[config.mk]
export PLATFORM = sky130hd
export DESIGN_NAME = utf8_to_utf16_stream_decoder
export DESIGN_NICKNAME = d
export VERILOG_FILES = /design/src/rtl/u8u16_pkg.sv /design/src/rtl/u8u16_front.sv /design/src/rtl/u8u16_queue.sv /design/src/rtl/u8u16_back.sv /design/src/rtl/utf8_to_utf16_stream_decoder.sv
export SDC_FILE = /design/constraint.sdc
export NUM_CORES = 1
export LEC_CHECK = 0
export ABC_CLOCK_PERIOD_IN_PS = 8000
export BUFFER_PORTS_ARGS = -buffer_cell sky130_fd_sc_hd__buf_2
export CELL_PAD_IN_SITES_DETAIL_PLACEMENT = 1
export CELL_PAD_IN_SITES_GLOBAL_PLACEMENT = 1
export CORE_ASPECT_RATIO = 1.4
export CORE_MARGIN = 5
export CORE_UTILIZATION = 56
export DETAILED_ROUTE_END_ITERATION = 10
export PLACE_DENSITY = 0.91
export RECOVER_POWER = 50
export SLEW_MARGIN = 20
export SYNTH_ARGS = -nofsm -noshare
export SYNTH_HDL_FRONTEND = slang
export SYNTH_SLANG_ARGS = --single-unit
[constraint.sdc]
create_clock -name clk -period 8 [get_ports clk]
set_input_delay 1.2 -clock clk [delete_from_list [all_inputs] [get_ports clk]]
set_output_delay 1.2 -clock clk [all_outputs]
set_load 0.05 [all_outputs]
[src/rtl/u8u16_pkg.sv]
// ----------------------------------------------------------------------------
// UTF-8 to UTF-16 decoder package
// Byte classes, the item bundle passed from front to back, and defaults.
// ----------------------------------------------------------------------------
package u8u16_pkg;

	localparam logic [7:0] CONT_LO  = 8'h80;
	localparam logic [7:0] CONT_HI  = 8'hBF;
	localparam logic [7:0] LEAD2_LO = 8'hC2;
	localparam logic [7:0] LEAD2_HI = 8'hDF;
	localparam logic [7:0] LEAD3_LO = 8'hE0;
	localparam logic [7:0] LEAD3_HI = 8'hEF;

	localparam int unsigned MAX_UNITS         = 3;
	localparam int unsigned QUEUE_DEPTH_DEF   = 4;

	typedef struct packed {
		logic [MAX_UNITS-1:0][15:0] units;
		logic [1:0]                 count;
		logic                       eos;
	} bundle_t;

	function automatic logic is_cont(input logic [7:0] b);
		return b inside {[CONT_LO:CONT_HI]};
	endfunction

	function automatic logic is_lead2(input logic [7:0] b);
		return b inside {[LEAD2_LO:LEAD2_HI]};
	endfunction

	function automatic logic is_lead3(input logic [7:0] b);
		return b inside {[LEAD3_LO:LEAD3_HI]};
	endfunction

endpackage

[src/rtl/u8u16_front.sv]
// ----------------------------------------------------------------------------
// UTF-8 to UTF-16 decoder front end
// Accepts bytes, tracks the pending sequence and builds the code units of
// each item as one bundle for the queue.
// ----------------------------------------------------------------------------
module u8u16_front (
	input  logic                clk,
	input  logic                arst_n,
	input  logic                in_valid,
	output logic                in_ready,
	input  logic [7:0]          in_byte,
	input  logic                in_eos,
	output logic                push,
	output u8u16_pkg::bundle_t  push_data,
	input  logic                queue_full
);
	import u8u16_pkg::*;

	typedef enum logic [1:0] {
		HELD_NONE = 2'd0,
		HELD_LEAD = 2'd1,
		HELD_TWO  = 2'd2
	} held_t;

	held_t       held_count_q;
	logic [7:0]  held_lead_q;
	logic [7:0]  held_cont_q;

	held_t       nxt_count;
	logic [7:0]  nxt_lead;
	logic [7:0]  nxt_cont;
	logic [3:0][15:0] units;
	logic [1:0]  n;
	logic        fresh;
	logic        accept;

	assign in_ready = !queue_full;
	assign accept   = in_valid && in_ready;

	always_comb begin
		n         = 2'd0;
		units     = '0;
		fresh     = 1'b0;
		nxt_count = held_count_q;
		nxt_lead  = held_lead_q;
		nxt_cont  = held_cont_q;
		case (held_count_q)
			HELD_LEAD: begin
				if (is_cont(in_byte) && is_lead2(held_lead_q)) begin
					units[0]  = {5'd0, held_lead_q[4:0], in_byte[5:0]};
					n         = 2'd1;
					nxt_count = HELD_NONE;
				end else if (is_cont(in_byte) && is_lead3(held_lead_q)) begin
					nxt_cont  = in_byte;
					nxt_count = HELD_TWO;
				end else begin
					units[0] = {8'd0, held_lead_q};
					n        = 2'd1;
					fresh    = 1'b1;
				end
			end
			HELD_TWO: begin
				if (is_cont(in_byte)) begin
					units[0]  = {held_lead_q[3:0], held_cont_q[5:0], in_byte[5:0]};
					n         = 2'd1;
					nxt_count = HELD_NONE;
				end else begin
					units[0] = {8'd0, held_lead_q};
					units[1] = {8'd0, held_cont_q};
					n        = 2'd2;
					fresh    = 1'b1;
				end
			end
			default: begin
				fresh = 1'b1;
			end
		endcase
		if (fresh) begin
			if (is_lead2(in_byte) || is_lead3(in_byte)) begin
				nxt_lead  = in_byte;
				nxt_count = HELD_LEAD;
			end else begin
				units[n]  = {8'd0, in_byte};
				n         = n + 2'd1;
				nxt_count = HELD_NONE;
			end
		end
		if (in_eos) begin
			if (nxt_count == HELD_LEAD || nxt_count == HELD_TWO) begin
				units[n] = {8'd0, nxt_lead};
				n        = n + 2'd1;
			end
			if (nxt_count == HELD_TWO) begin
				units[n] = {8'd0, nxt_cont};
				n        = n + 2'd1;
			end
			nxt_count = HELD_NONE;
		end
		if (nxt_count == HELD_NONE) begin
			nxt_lead = 8'd0;
			nxt_cont = 8'd0;
		end
	end

	assign push            = accept && (n != 2'd0);
	assign push_data.units = units[MAX_UNITS-1:0];
	assign push_data.count = n;
	assign push_data.eos   = in_eos;

	always_ff @(posedge clk or negedge arst_n) begin
		if (!arst_n) begin
			held_count_q <= HELD_NONE;
			held_lead_q  <= 8'd0;
			held_cont_q  <= 8'd0;
		end else if (accept) begin
			held_count_q <= nxt_count;
			held_lead_q  <= nxt_lead;
			held_cont_q  <= nxt_cont;
		end
	end

endmodule

[src/rtl/u8u16_queue.sv]
// ----------------------------------------------------------------------------
// UTF-8 to UTF-16 decoder bundle queue
// Short first-in first-out queue of bundles between front and back end.
// ----------------------------------------------------------------------------
module u8u16_queue #(
	parameter int unsigned DEPTH = u8u16_pkg::QUEUE_DEPTH_DEF
) (
	input  logic                clk,
	input  logic                arst_n,
	input  logic                push,
	input  u8u16_pkg::bundle_t  push_data,
	output logic                full,
	input  logic                pop,
	output u8u16_pkg::bundle_t  head,
	output logic                head_valid
);
	import u8u16_pkg::*;

	localparam int unsigned PW = (DEPTH > 1) ? $clog2(DEPTH) : 1;
	localparam int unsigned CW = $clog2(DEPTH + 1);

	bundle_t         mem_q [DEPTH];
	logic [PW-1:0]   wr_ptr_q;
	logic [PW-1:0]   rd_ptr_q;
	logic [CW-1:0]   count_q;
	logic            do_push;
	logic            do_pop;

	assign full       = (count_q == CW'(DEPTH));
	assign head_valid = (count_q != '0);
	assign head       = mem_q[rd_ptr_q];
	assign do_push    = push && !full;
	assign do_pop     = pop && head_valid;

	always_ff @(posedge clk) begin
		if (do_push) begin
			mem_q[wr_ptr_q] <= push_data;
		end
	end

	always_ff @(posedge clk or negedge arst_n) begin
		if (!arst_n) begin
			wr_ptr_q <= '0;
			rd_ptr_q <= '0;
			count_q  <= '0;
		end else begin
			if (do_push) begin
				wr_ptr_q <= (wr_ptr_q == PW'(DEPTH - 1)) ? '0 : wr_ptr_q + PW'(1);
			end
			if (do_pop) begin
				rd_ptr_q <= (rd_ptr_q == PW'(DEPTH - 1)) ? '0 : rd_ptr_q + PW'(1);
			end
			if (do_push && !do_pop) begin
				count_q <= count_q + CW'(1);
			end else if (do_pop && !do_push) begin
				count_q <= count_q - CW'(1);
			end
		end
	end

endmodule

[src/rtl/u8u16_back.sv]
// ----------------------------------------------------------------------------
// UTF-8 to UTF-16 decoder back end
// Walks the code units of the head bundle into the output register,
// one per cycle unless stalled, and marks the end of each run and string.
// ----------------------------------------------------------------------------
module u8u16_back (
	input  logic                clk,
	input  logic                arst_n,
	input  u8u16_pkg::bundle_t  head,
	input  logic                head_valid,
	output logic                pop,
	output logic                out_valid,
	input  logic                out_ready,
	output logic [15:0]         out_unit,
	output logic                out_last,
	output logic                out_end
);
	import u8u16_pkg::*;

	logic [1:0]  idx_q;
	logic        out_valid_q;
	logic [15:0] out_unit_q;
	logic        out_last_q;
	logic        out_end_q;
	logic        load;
	logic        take;
	logic        is_last;

	assign load    = !out_valid_q || out_ready;
	assign take    = head_valid && load;
	assign is_last = (idx_q == head.count - 2'd1);
	assign pop     = take && is_last;

	always_ff @(posedge clk) begin
		if (take) begin
			out_unit_q <= head.units[idx_q];
			out_last_q <= is_last;
			out_end_q  <= is_last && head.eos;
		end
	end

	always_ff @(posedge clk or negedge arst_n) begin
		if (!arst_n) begin
			idx_q       <= 2'd0;
			out_valid_q <= 1'b0;
		end else begin
			if (take) begin
				idx_q       <= is_last ? 2'd0 : idx_q + 2'd1;
				out_valid_q <= 1'b1;
			end else if (out_ready) begin
				out_valid_q <= 1'b0;
			end
		end
	end

	assign out_valid = out_valid_q;
	assign out_unit  = out_unit_q;
	assign out_last  = out_last_q;
	assign out_end   = out_end_q;

endmodule

[src/rtl/utf8_to_utf16_stream_decoder.sv]
// ----------------------------------------------------------------------------
// UTF-8 to UTF-16 stream decoder
// Decodes one-, two- and three-byte UTF-8 forms to 16-bit code units;
// bytes outside a complete valid form pass through raw.
// ----------------------------------------------------------------------------
// Channel   Direction  tdata               tuser       tlast
// s_axis    in         [7:0] in_byte       -           end_of_string
// m_axis    out        [15:0] code_unit    [0] string_end  last_of_run
//
// The front end takes one byte per cycle while the queue has room.
// The back end sends one code unit per cycle while the output is ready, and a
// byte produces zero to three code units.
// A code unit reaches the output through the queue and the output register.
// A full queue holds the input off, and a stalled output holds the back end.
// Reset clears the held sequence, the queue and the output register.
// ----------------------------------------------------------------------------
module utf8_to_utf16_stream_decoder #(
	parameter int unsigned QUEUE_DEPTH = u8u16_pkg::QUEUE_DEPTH_DEF
) (
	input  logic        clk,
	input  logic        arst_n,
	input  logic        s_axis_tvalid,
	output logic        s_axis_tready,
	input  logic [7:0]  s_axis_tdata,   // [7:0] in_byte
	input  logic        s_axis_tlast,
	output logic        m_axis_tvalid,
	input  logic        m_axis_tready,
	output logic [15:0] m_axis_tdata,   // [15:0] code_unit
	output logic [0:0]  m_axis_tuser,   // [0] string_end
	output logic        m_axis_tlast
);
	import u8u16_pkg::*;

	bundle_t push_data;
	bundle_t head;
	logic    push;
	logic    full;
	logic    pop;
	logic    head_valid;

	u8u16_front u_front (
		.clk        (clk),
		.arst_n     (arst_n),
		.in_valid   (s_axis_tvalid),
		.in_ready   (s_axis_tready),
		.in_byte    (s_axis_tdata),
		.in_eos     (s_axis_tlast),
		.push       (push),
		.push_data  (push_data),
		.queue_full (full)
	);

	u8u16_queue #(
		.DEPTH (QUEUE_DEPTH)
	) u_queue (
		.clk        (clk),
		.arst_n     (arst_n),
		.push       (push),
		.push_data  (push_data),
		.full       (full),
		.pop        (pop),
		.head       (head),
		.head_valid (head_valid)
	);

	u8u16_back u_back (
		.clk        (clk),
		.arst_n     (arst_n),
		.head       (head),
		.head_valid (head_valid),
		.pop        (pop),
		.out_valid  (m_axis_tvalid),
		.out_ready  (m_axis_tready),
		.out_unit   (m_axis_tdata),
		.out_last   (m_axis_tlast),
		.out_end    (m_axis_tuser[0])
	);

endmodule

==> key figures, run 1 <==
Synthesis
  • Cell Area, Synth: approximately 8800 µm²
  • Post-synth top area share: 54.0%
  • Sequential area share after synthesis: a little over 60%
  • Flops & latches, synth: 186
  • Post-synth EDFFs: 158
  • Synth unique cells: 61
  • Total nets after synthesis: approximately 650
  • Synth area leader: edfxtp_1
  • Syn_area_per_cell: 14.3 µm²
  • Yosys warns: 0
  • Top FF cell, synth: edfxtp_1
  • Area contributors post-synth: edfxtp_1 54%, mux4_2 9.0%, dfrtp_1 8.0%
  • FFs w/ async S/R, synth: 15.1%
  • Synth Instances: 616

Cells and area
  • Commonest non-fill, non-tap cells in the layout: 158 x edfxtp_1, 54 x nand2_1, 35 x mux4_2, 35 x a21oi_1, 30 x inv_1
  • Area grow syn2layout: 9.01%
  • Non-filler cells in the finished layout: around 850
  • Final net count: 671
  • Most common cell after layout, fill and taps aside: edfxtp_1
  • Layout cells sized above 1: 14.0%
  • FILL cells: 1,483
  • Final Cell Area: 9580 µm²
  • Ant. Diodes: 0

Floorplanning
  • Core ar.: ~16,000 µm²
  • Die area: ~18,000 µm²
  • Initial Util: 56.6%
  • Die W: around 120 µm
  • Cell Rows: 54
  • I/O pin count: 33
  • Die span in y: between 150 and 200 µm

Place
  • Hpwl dp: between 15,000 and 20,000 µm
  • Number of port buffers: 32
  • Post-DP Area: 9100 µm²
  • Placed insts: 816
  • GP Congestion: 0.946
  • Pre-CTS setup slack: 1.35 ns

Routing
  • Post-route ant nets: 0
  • Via/cell ratio: between 6 and 7
  • WL final: around 23,000 µm
  • Routed wire length per instance: 27.2 µm
  • Vias: 5,641
  • DRT iter0 DRCs: 556
  • Drt first pass iters: 6
  • Drc violations: 0

Power and ir drop
  • Cell leakage power: between 3 and 4 nW
  • PwrDens: 327 nW/µm²
  • Overall power: 0.00314 W
  • Max VDD drop: 255 µV

Timing
  • Post-route setup slack: 1.27 ns
  • Unrepaired setup endpoints after global routing: no
  • Final Skew: 0.0140 ns
  • Hold Fails Final Rpt: 0
  • Max-slew headroom: -103%
  • Final min period: 6.73 ns
  • Slew Limit Fails: 68
  • Highest clock rate: approximately 0.15 GHz
  • Final setup fails: 0
  • Total Neg Setup Slack: 0 ns
  • Period utilization: 84.2%
  • Worst Max-Slew Pin Slew: 3.04 ns

Worst setup path
  • Arr. time, crit path: 7.07 ns
  • RR Endpoint: u_queue.count_q[2]$_DFFE_PN0P_
  • Slowest-stage cell, CP: o2111ai_1
  • CP max FO: 11
  • Crit-path cells: clkbuf_1, or4_1, o2111ai_1, or2_2, a21boi_0, inv_1, ha_1, nor2b_1, a21oi_1, inv_1, ha_1, mux2i_1, nor2b_1, a221o_1, a21oi_1, ha_1, inv_1, fa_1, xor2_1, nor2_1, xor2_1
  • CP peak stage delay: 0.74 ns
  • Worst setup EP type: register
  • WS Path Type: in -> reg
  • Worst EP required: 8.34 ns
  • Reg-to-Reg Start: u_front.held_count_q[1]$_DFFE_PN0P_
  • Register-to-Register Path Depth: 23
  • Critical Path Source Type: primary input
  • Reg2reg setup slack: 1.72 ns

Clocking
  • TritonCTS buffer count: 17
  • Post-CTS Resized: 0
  • Setup Buffers After CTS: 0
  • Sink Count: 186
  • Hold buffers post-CTS: 0
  • Clock latency on the worst-skew pair: around 0.43 ns
  • Root Buffer Master: clkbuf_16
  • Reg clk slew, reported paths: 0.08 ns
  • H-tree lvl count: 4
  • Clk buf depth: 2
  • CTS tree: built

Outcome
  • Status: finished with violations
  • Failing checks: capacitance limit, slew limit

Worst hold path
  • Hold endpoint: u_queue.count_q[2]$_DFFE_PN0P_
  • Hold path depth: 1
  • Worst min path class: reg -> reg
  • Min-delay src: u_queue.count_q[2]$_DFFE_PN0P_

Global route
  • Initial antenna violation count: 0
  • GRT Residual Overflow: 0
  • Largest net degree at the start of global routing: 39
  • Vias in the first global route: 6,126
  • Overall Global Routing Usage: a little over a quarter
  • First-pass GRT wire length: 35,700 µm

Flow run
  • Maxcap violations: 2
-- how the worst max path moves through the flow --
stage / to / cells after the start / slack, ns / start
final: u_queue.count_q[2]$_DFFE_PN0P_ / 21 / 1.27 / s_axis_tdata[2]
after global routing: u_queue.count_q[2]$_DFFE_PN0P_ / 21 / 0.82 / s_axis_tdata[2]
after CTS: u_queue.count_q[2]$_DFFE_PN0P_ / 23 / 1.76 / s_axis_tdata[7]
after detailed placement: u_queue.count_q[2]$_DFFE_PN0P_ / 23 / 1.35 / s_axis_tdata[7]
after global placement: u_queue.count_q[2]$_DFFE_PN0P_ / 23 / 1.92 / s_axis_tdata[7]
after floorplan: u_queue.mem_q[1][0]$_DFFE_PP_ / 17 / 2.42 / s_axis_tdata[2]
-- stage by stage --
stage | hold slack, ns | util [%]
2_1_floorplan | 0.457 | -
3_3_place_gp | 0.472 | 58.6
3_5_place_dp | 0.532 | 58.6
4_1_cts | 0.556 | 62.1
5_1_grt | 0.558 | 61.7
6_report | 0.551 | 61.7
-- routing by layer --
| metal | up-vias | share of wire, % | global-route usage, % |
|---|---|---|---|
| li1 | 2411 | - | - |
| met5 | - | 0 | 0 |
| met3 | 72 | 4.7 | 4.40 |
| met2 | 254 | 53 | 46.0 |
| met1 | 2904 | 38 | 31.9 |
| met4 | 0 | 4.4 | 11.8 |
-- state kept, by name, indices dropped and copies added, names as in the netlist, 3 cells and up --
| register | count |
|---|---|
| u_front.held_lead_q | 8 |
| u_queue.mem_q | 140 |
| u_queue.count_q | 3 |
| u_front.held_cont_q | 8 |
| u_back.out_unit | 16 |
-- worst max-delay path: cells and delay by family --
| kind | cells | cell delay [ns] |
|---|---|---|
| AO/OA/AOI/OAI | 5 | 2.26 |
| adder cells (fa/ha/maj) | 4 | 1.35 |
| AND/OR/NAND/NOR | 5 | 1.20 |
| multiplexers | 1 | 0.16 |
| XOR/XNOR | 2 | 0.38 |
| buffers and inverters | 4 | 0.49 |
-- area by class of cell --
| cell class | instances | area, µm² | area share (%) |
|---|---|---|---|
| clock inverter | 14 | 130 | 1.36 |
| timing repair buffer | 39 | 171 | 1.79 |
| sequential | 186 | 5450 | 56.8 |
| tap | 196 | 245 | 2.56 |
| inverter | 30 | 113 | 1.18 |
| clock buffer | 18 | 429 | 4.48 |
| multi-input combinational | 365 | 3050 | 31.8 |
-- Yosys cell counts (3+ instances only) --
library cell,n
and3_1,11
o21ai_0,24
xnor2_1,5
buf_2,10
buf_1,8
dfrtp_1,28
a22oi_1,5
a21o_1,4
mux2i_1,20
nand3_1,4
mux4_2,35
or2_2,3
o2bb2ai_1,4
o211a_1,3
a21oi_1,33
a221oi_1,6
nor2_1,14
ha_1,18
nor3_1,5
and2_1,19
a32oi_1,7
clkbuf_1,15
nand2_1,54
nor2b_1,16
edfxtp_1,158
o221ai_1,9
inv_1,30
o22ai_1,13
nand2b_1,12
-- cells by family (layout without fill, tap and decap cells) --
group | after synthesis | in the layout | share of synthesized area (%)
compound gates | 133 | 133 | 10.7
xor+xnor | 8 | 8 | 0.982
fa+ha+maj | 19 | 19 | 2.79
buf+inv | 65 | 101 | 3.05
flops | 186 | 186 | 61.9
mux | 59 | 59 | 11.8
simple gates | 146 | 146 | 8.68
-- power breakdown --
| group | leakage (nW) | switching (W) | total [W] | internal (W) |
|---|---|---|---|---|
| clock network | 0.273 | 0.000395 | 0.000807 | 0.000412 |
| logic | 1.28 | 0.000608 | 0.000956 | 0.000348 |
| registers | 1.87 | 0.0000931 | 0.00137 | 0.00128 |
| total | 3.42 | 0.00110 | 0.00314 | 0.00204 |
No activity file was read; power rests on OpenSTA's default activity.
==> run 2, diff against run 1 <==
Settings changed: ABC_CLOCK_PERIOD_IN_PS 8000 to 5500, CORE_UTILIZATION 56 to 47, PLACE_DENSITY 0.91 to 0.82.
Clock period 8 ns to 5.5 ns, I/O delays scaled along.
==> key figures, run 2 (synthesis gave the netlist of run 1 again) <==
Outcome
  • Failing checks: capacitance limit, slew limit
  • Status: finished with violations

Global route
  • GRT Residual Overflow: 0 (unchanged)
  • Initial antenna violation count: 0 (unchanged)
  • Largest net degree at the start of global routing: 37 (-5.1%)
  • First-pass GRT wire length: 35,600 µm (-0.19%)
  • Vias in the first global route: 5,924 (-3.3%)
  • Overall Global Routing Usage: 21.8% (-4.5 points)

Power and ir drop
  • Overall power: 0.00461 W (+47%)
  • Int Pwr: 0.00303 W (+49%)
  • Comb power frac: 30.7% (+0.2 points)
  • PwrDens: 467 nW/µm² (+43%)
  • Sequential share of power: 43.3% (-0.5 points)
  • Switching Power: 0.00158 W (+44%)
  • Clock network power share: 26.0% (+0.3 points)
  • Cell leakage power: 3.53 nW (+3.2%)
  • Net Sw Frac: 34.2% (-0.73 points)
  • Max VDD drop: 227 µV (-11%)

Worst setup path
  • Worst setup EP type: register
  • CP max FO: 8 (-3)
  • Register-to-Register Path Depth: 23 (unchanged)
  • Arr. time, crit path: 5.52 ns (-1.55 ns)
  • Reg-to-Reg Start: u_front.held_count_q[0]$_DFFE_PN0P_
  • Critical Path Source Type: primary input
  • WS Path Type: in -> reg
  • Reg2reg setup slack: 0.37 ns (-1.35 ns)
  • RR Endpoint: u_queue.count_q[2]$_DFFE_PN0P_
  • Worst EP required: 5.85 ns (-2.49 ns)

Floorplanning
  • I/O pin count: 33 (unchanged)
  • Die span in y: 172 µm (+8.6%)
  • Die W: 126 µm (+8.4%)
  • Initial Util: 47.4% (-9.1 points)
  • Cell Rows: 59 (+9.3%)
  • Core ar.: 18,500 µm² (+19%)
  • Die area: 21,600 µm² (+18%)

Clocking
  • TritonCTS buffer count: 17 (unchanged)
  • Clock latency on the worst-skew pair: 0.43 ns (about the same)
  • CTS tree: built
  • Sink Count: 186 (unchanged)
  • Hold buffers post-CTS: 0 (unchanged)
  • Clk buf depth: 2 (unchanged)
  • Root Buffer Master: clkbuf_16
  • Setup Buffers After CTS: 0 (unchanged)
  • Reg clk slew, reported paths: 0.07 ns (about the same)
  • Post-CTS Resized: 0 (unchanged)
  • H-tree lvl count: 4 (unchanged)

Routing
  • Routed wire length per instance: 25.1 µm (-7.5%)
  • DRT iter0 DRCs: 492 (-12%)
  • Drt first pass iters: 5 (-1)
  • Via/cell ratio: 6.09 (-8.4%)
  • WL final: 23,000 µm (-0.13%)
  • Vias: 5,582 (-1.0%)
  • Post-route ant nets: 0 (unchanged)
  • Drc violations: 0 (unchanged)

Cells and area
  • Area grow syn2layout: 12.3%
  • Ant. Diodes: 0 (unchanged)
  • Reg with most FFs: u_queue.mem_q
  • Most common cell after layout, fill and taps aside: edfxtp_1
  • Max reg flops: 140 (unchanged)
  • Non-filler cells in the finished layout: 916 (+8.0%)
  • Final Core Density: 53.3% (-8.4 points)
  • Final net count: 691 (+3.0%)
  • Commonest non-fill, non-tap cells in the layout: 158 x edfxtp_1, 54 x nand2_1, 35 x mux4_2, 33 x a21oi_1, 31 x clkbuf_1
  • Layout cells sized above 1: 16.4% (+2.4 points)
  • FILL cells: 1,831 (+23%)

Place
  • Number of port buffers: 32 (unchanged)
  • GP Congestion: 0.973 (+2.8%)
  • Placed insts: 884 (+8.3%)
  • Hpwl dp: 16,400 µm (+3.2%)

Flow run
  • Maxcap violations: 2 (unchanged)

Worst hold path
  • Worst min path class: reg -> reg
  • Hold path depth: 1 (unchanged)
  • Hold endpoint: u_queue.count_q[2]$_DFFE_PN0P_
  • Min-delay src: u_queue.count_q[2]$_DFFE_PN0P_

Timing
  • Max-slew headroom: -93.3% (+9.3 points)
  • Slew Limit Fails: 66 (-2.9%)
  • Final setup fails: 0 (unchanged)
  • Period utilization: 94.1%
  • Total Neg Setup Slack: 0 ns (unchanged)
  • Worst Max-Slew Pin Slew: 2.90 ns (-0.140 ns)
  • Hold Fails Final Rpt: 0 (unchanged)
  • Final Skew: 0.0103 ns (-0.00372 ns)
  • Unrepaired setup endpoints after global routing: no
  • Highest clock rate: 0.193 GHz
  • Final min period: 5.18 ns
## run 2: cell types whose count changed in the layout (fill, tap and decap cells not counted), moves of 2 or more
cell,previous run,this run
buf_4,4,16
inv_6,3,5
clkbuf_1,28,31
buf_12,0,4
clkinv_4,3,1
a21oi_1,35,33
## run 2: how the worst max path moves through the flow
stage                                                   start                        endpoint  cells after the start
after CTS                 u_front.held_count_q[0]$_DFFE_PN0P_  u_queue.count_q[2]$_DFFE_PN0P_                     23
final                                         s_axis_tdata[1]  u_queue.count_q[2]$_DFFE_PN0P_                     20
after detailed placement                      s_axis_tdata[6]  u_queue.count_q[2]$_DFFE_PN0P_                     23
after floorplan                               s_axis_tdata[2]   u_queue.mem_q[1][0]$_DFFE_PP_                     17
after global routing      u_front.held_count_q[0]$_DFFE_PN0P_  u_queue.count_q[2]$_DFFE_PN0P_                     23
after global placement                        s_axis_tdata[6]  u_queue.count_q[2]$_DFFE_PN0P_                     23
## run 2: through the flow
| step | instance area [µm²] | hold WS, ns | setup WS, ns |
|---|---|---|---|
| final | 9870 | 0.508 | 0.324 |
| after global routing | 9870 | 0.555 | 0.0415 |
| after CTS | 9940 | 0.469 | 0.335 |
| after detailed placement | 9360 | 0.497 | -0.0724 |
| after global placement | 9360 | 0.472 | 0.307 |
| after floorplan | 8790 | 0.457 | 0.296 |
## run 2: power by group through the flow
stage / Clock (W) / Combinational (W) / Sequential (W)
global route: 0.00129 / 0.00151 / 0.00202
finish: 0.00120 / 0.00142 / 0.00199
detailed placement: 0 / 0.00146 / 0.00202
CTS: 0.00122 / 0.00147 / 0.00199
floorplan: 0 / 0.000843 / 0.00220
global placement: 0 / 0.00139 / 0.00199
## run 2: layout make-up
class / count / area [µm²] / area share (%)
Clock buffer: 18 / 429 / 4.35
Clock inverter: 14 / 151 / 1.53
Timing Repair Buffer: 59 / 358 / 3.62
Tap cell: 244 / 305 / 3.09
Inverter: 30 / 113 / 1.14
Sequential cell: 186 / 5450 / 55.2
Multi-Input combinational cell: 365 / 3070 / 31.1
## run 2: layer usage
layer  part of all wire (%)  routed length (µm)  vias up  GRT usage, %
met3                    4.2                 955       49          3.36
met4                    2.9                 665        0          7.17
met1                     40                9120     2874          27.0
met5                      0                   0        -             0
li1                       -                   -     2453             -
met2                     53               12300      206          39.3
## run 2: worst max-delay path: stages
cell,delay (ns)
clkbuf_1,0.18
or4_1,0.59
o2111ai_2,0.34
a21boi_4,0.36
xnor2_1,0.27
ha_1,0.30
nor2b_1,0.15
a21oi_1,0.21
inv_1,0.11
ha_1,0.30
mux2i_1,0.14
nor2b_1,0.07
a221o_1,0.33
a21oi_4,0.18
ha_1,0.20
inv_1,0.07
fa_1,0.44
xor2_1,0.17
nor2_1,0.11
xor2_1,0.18
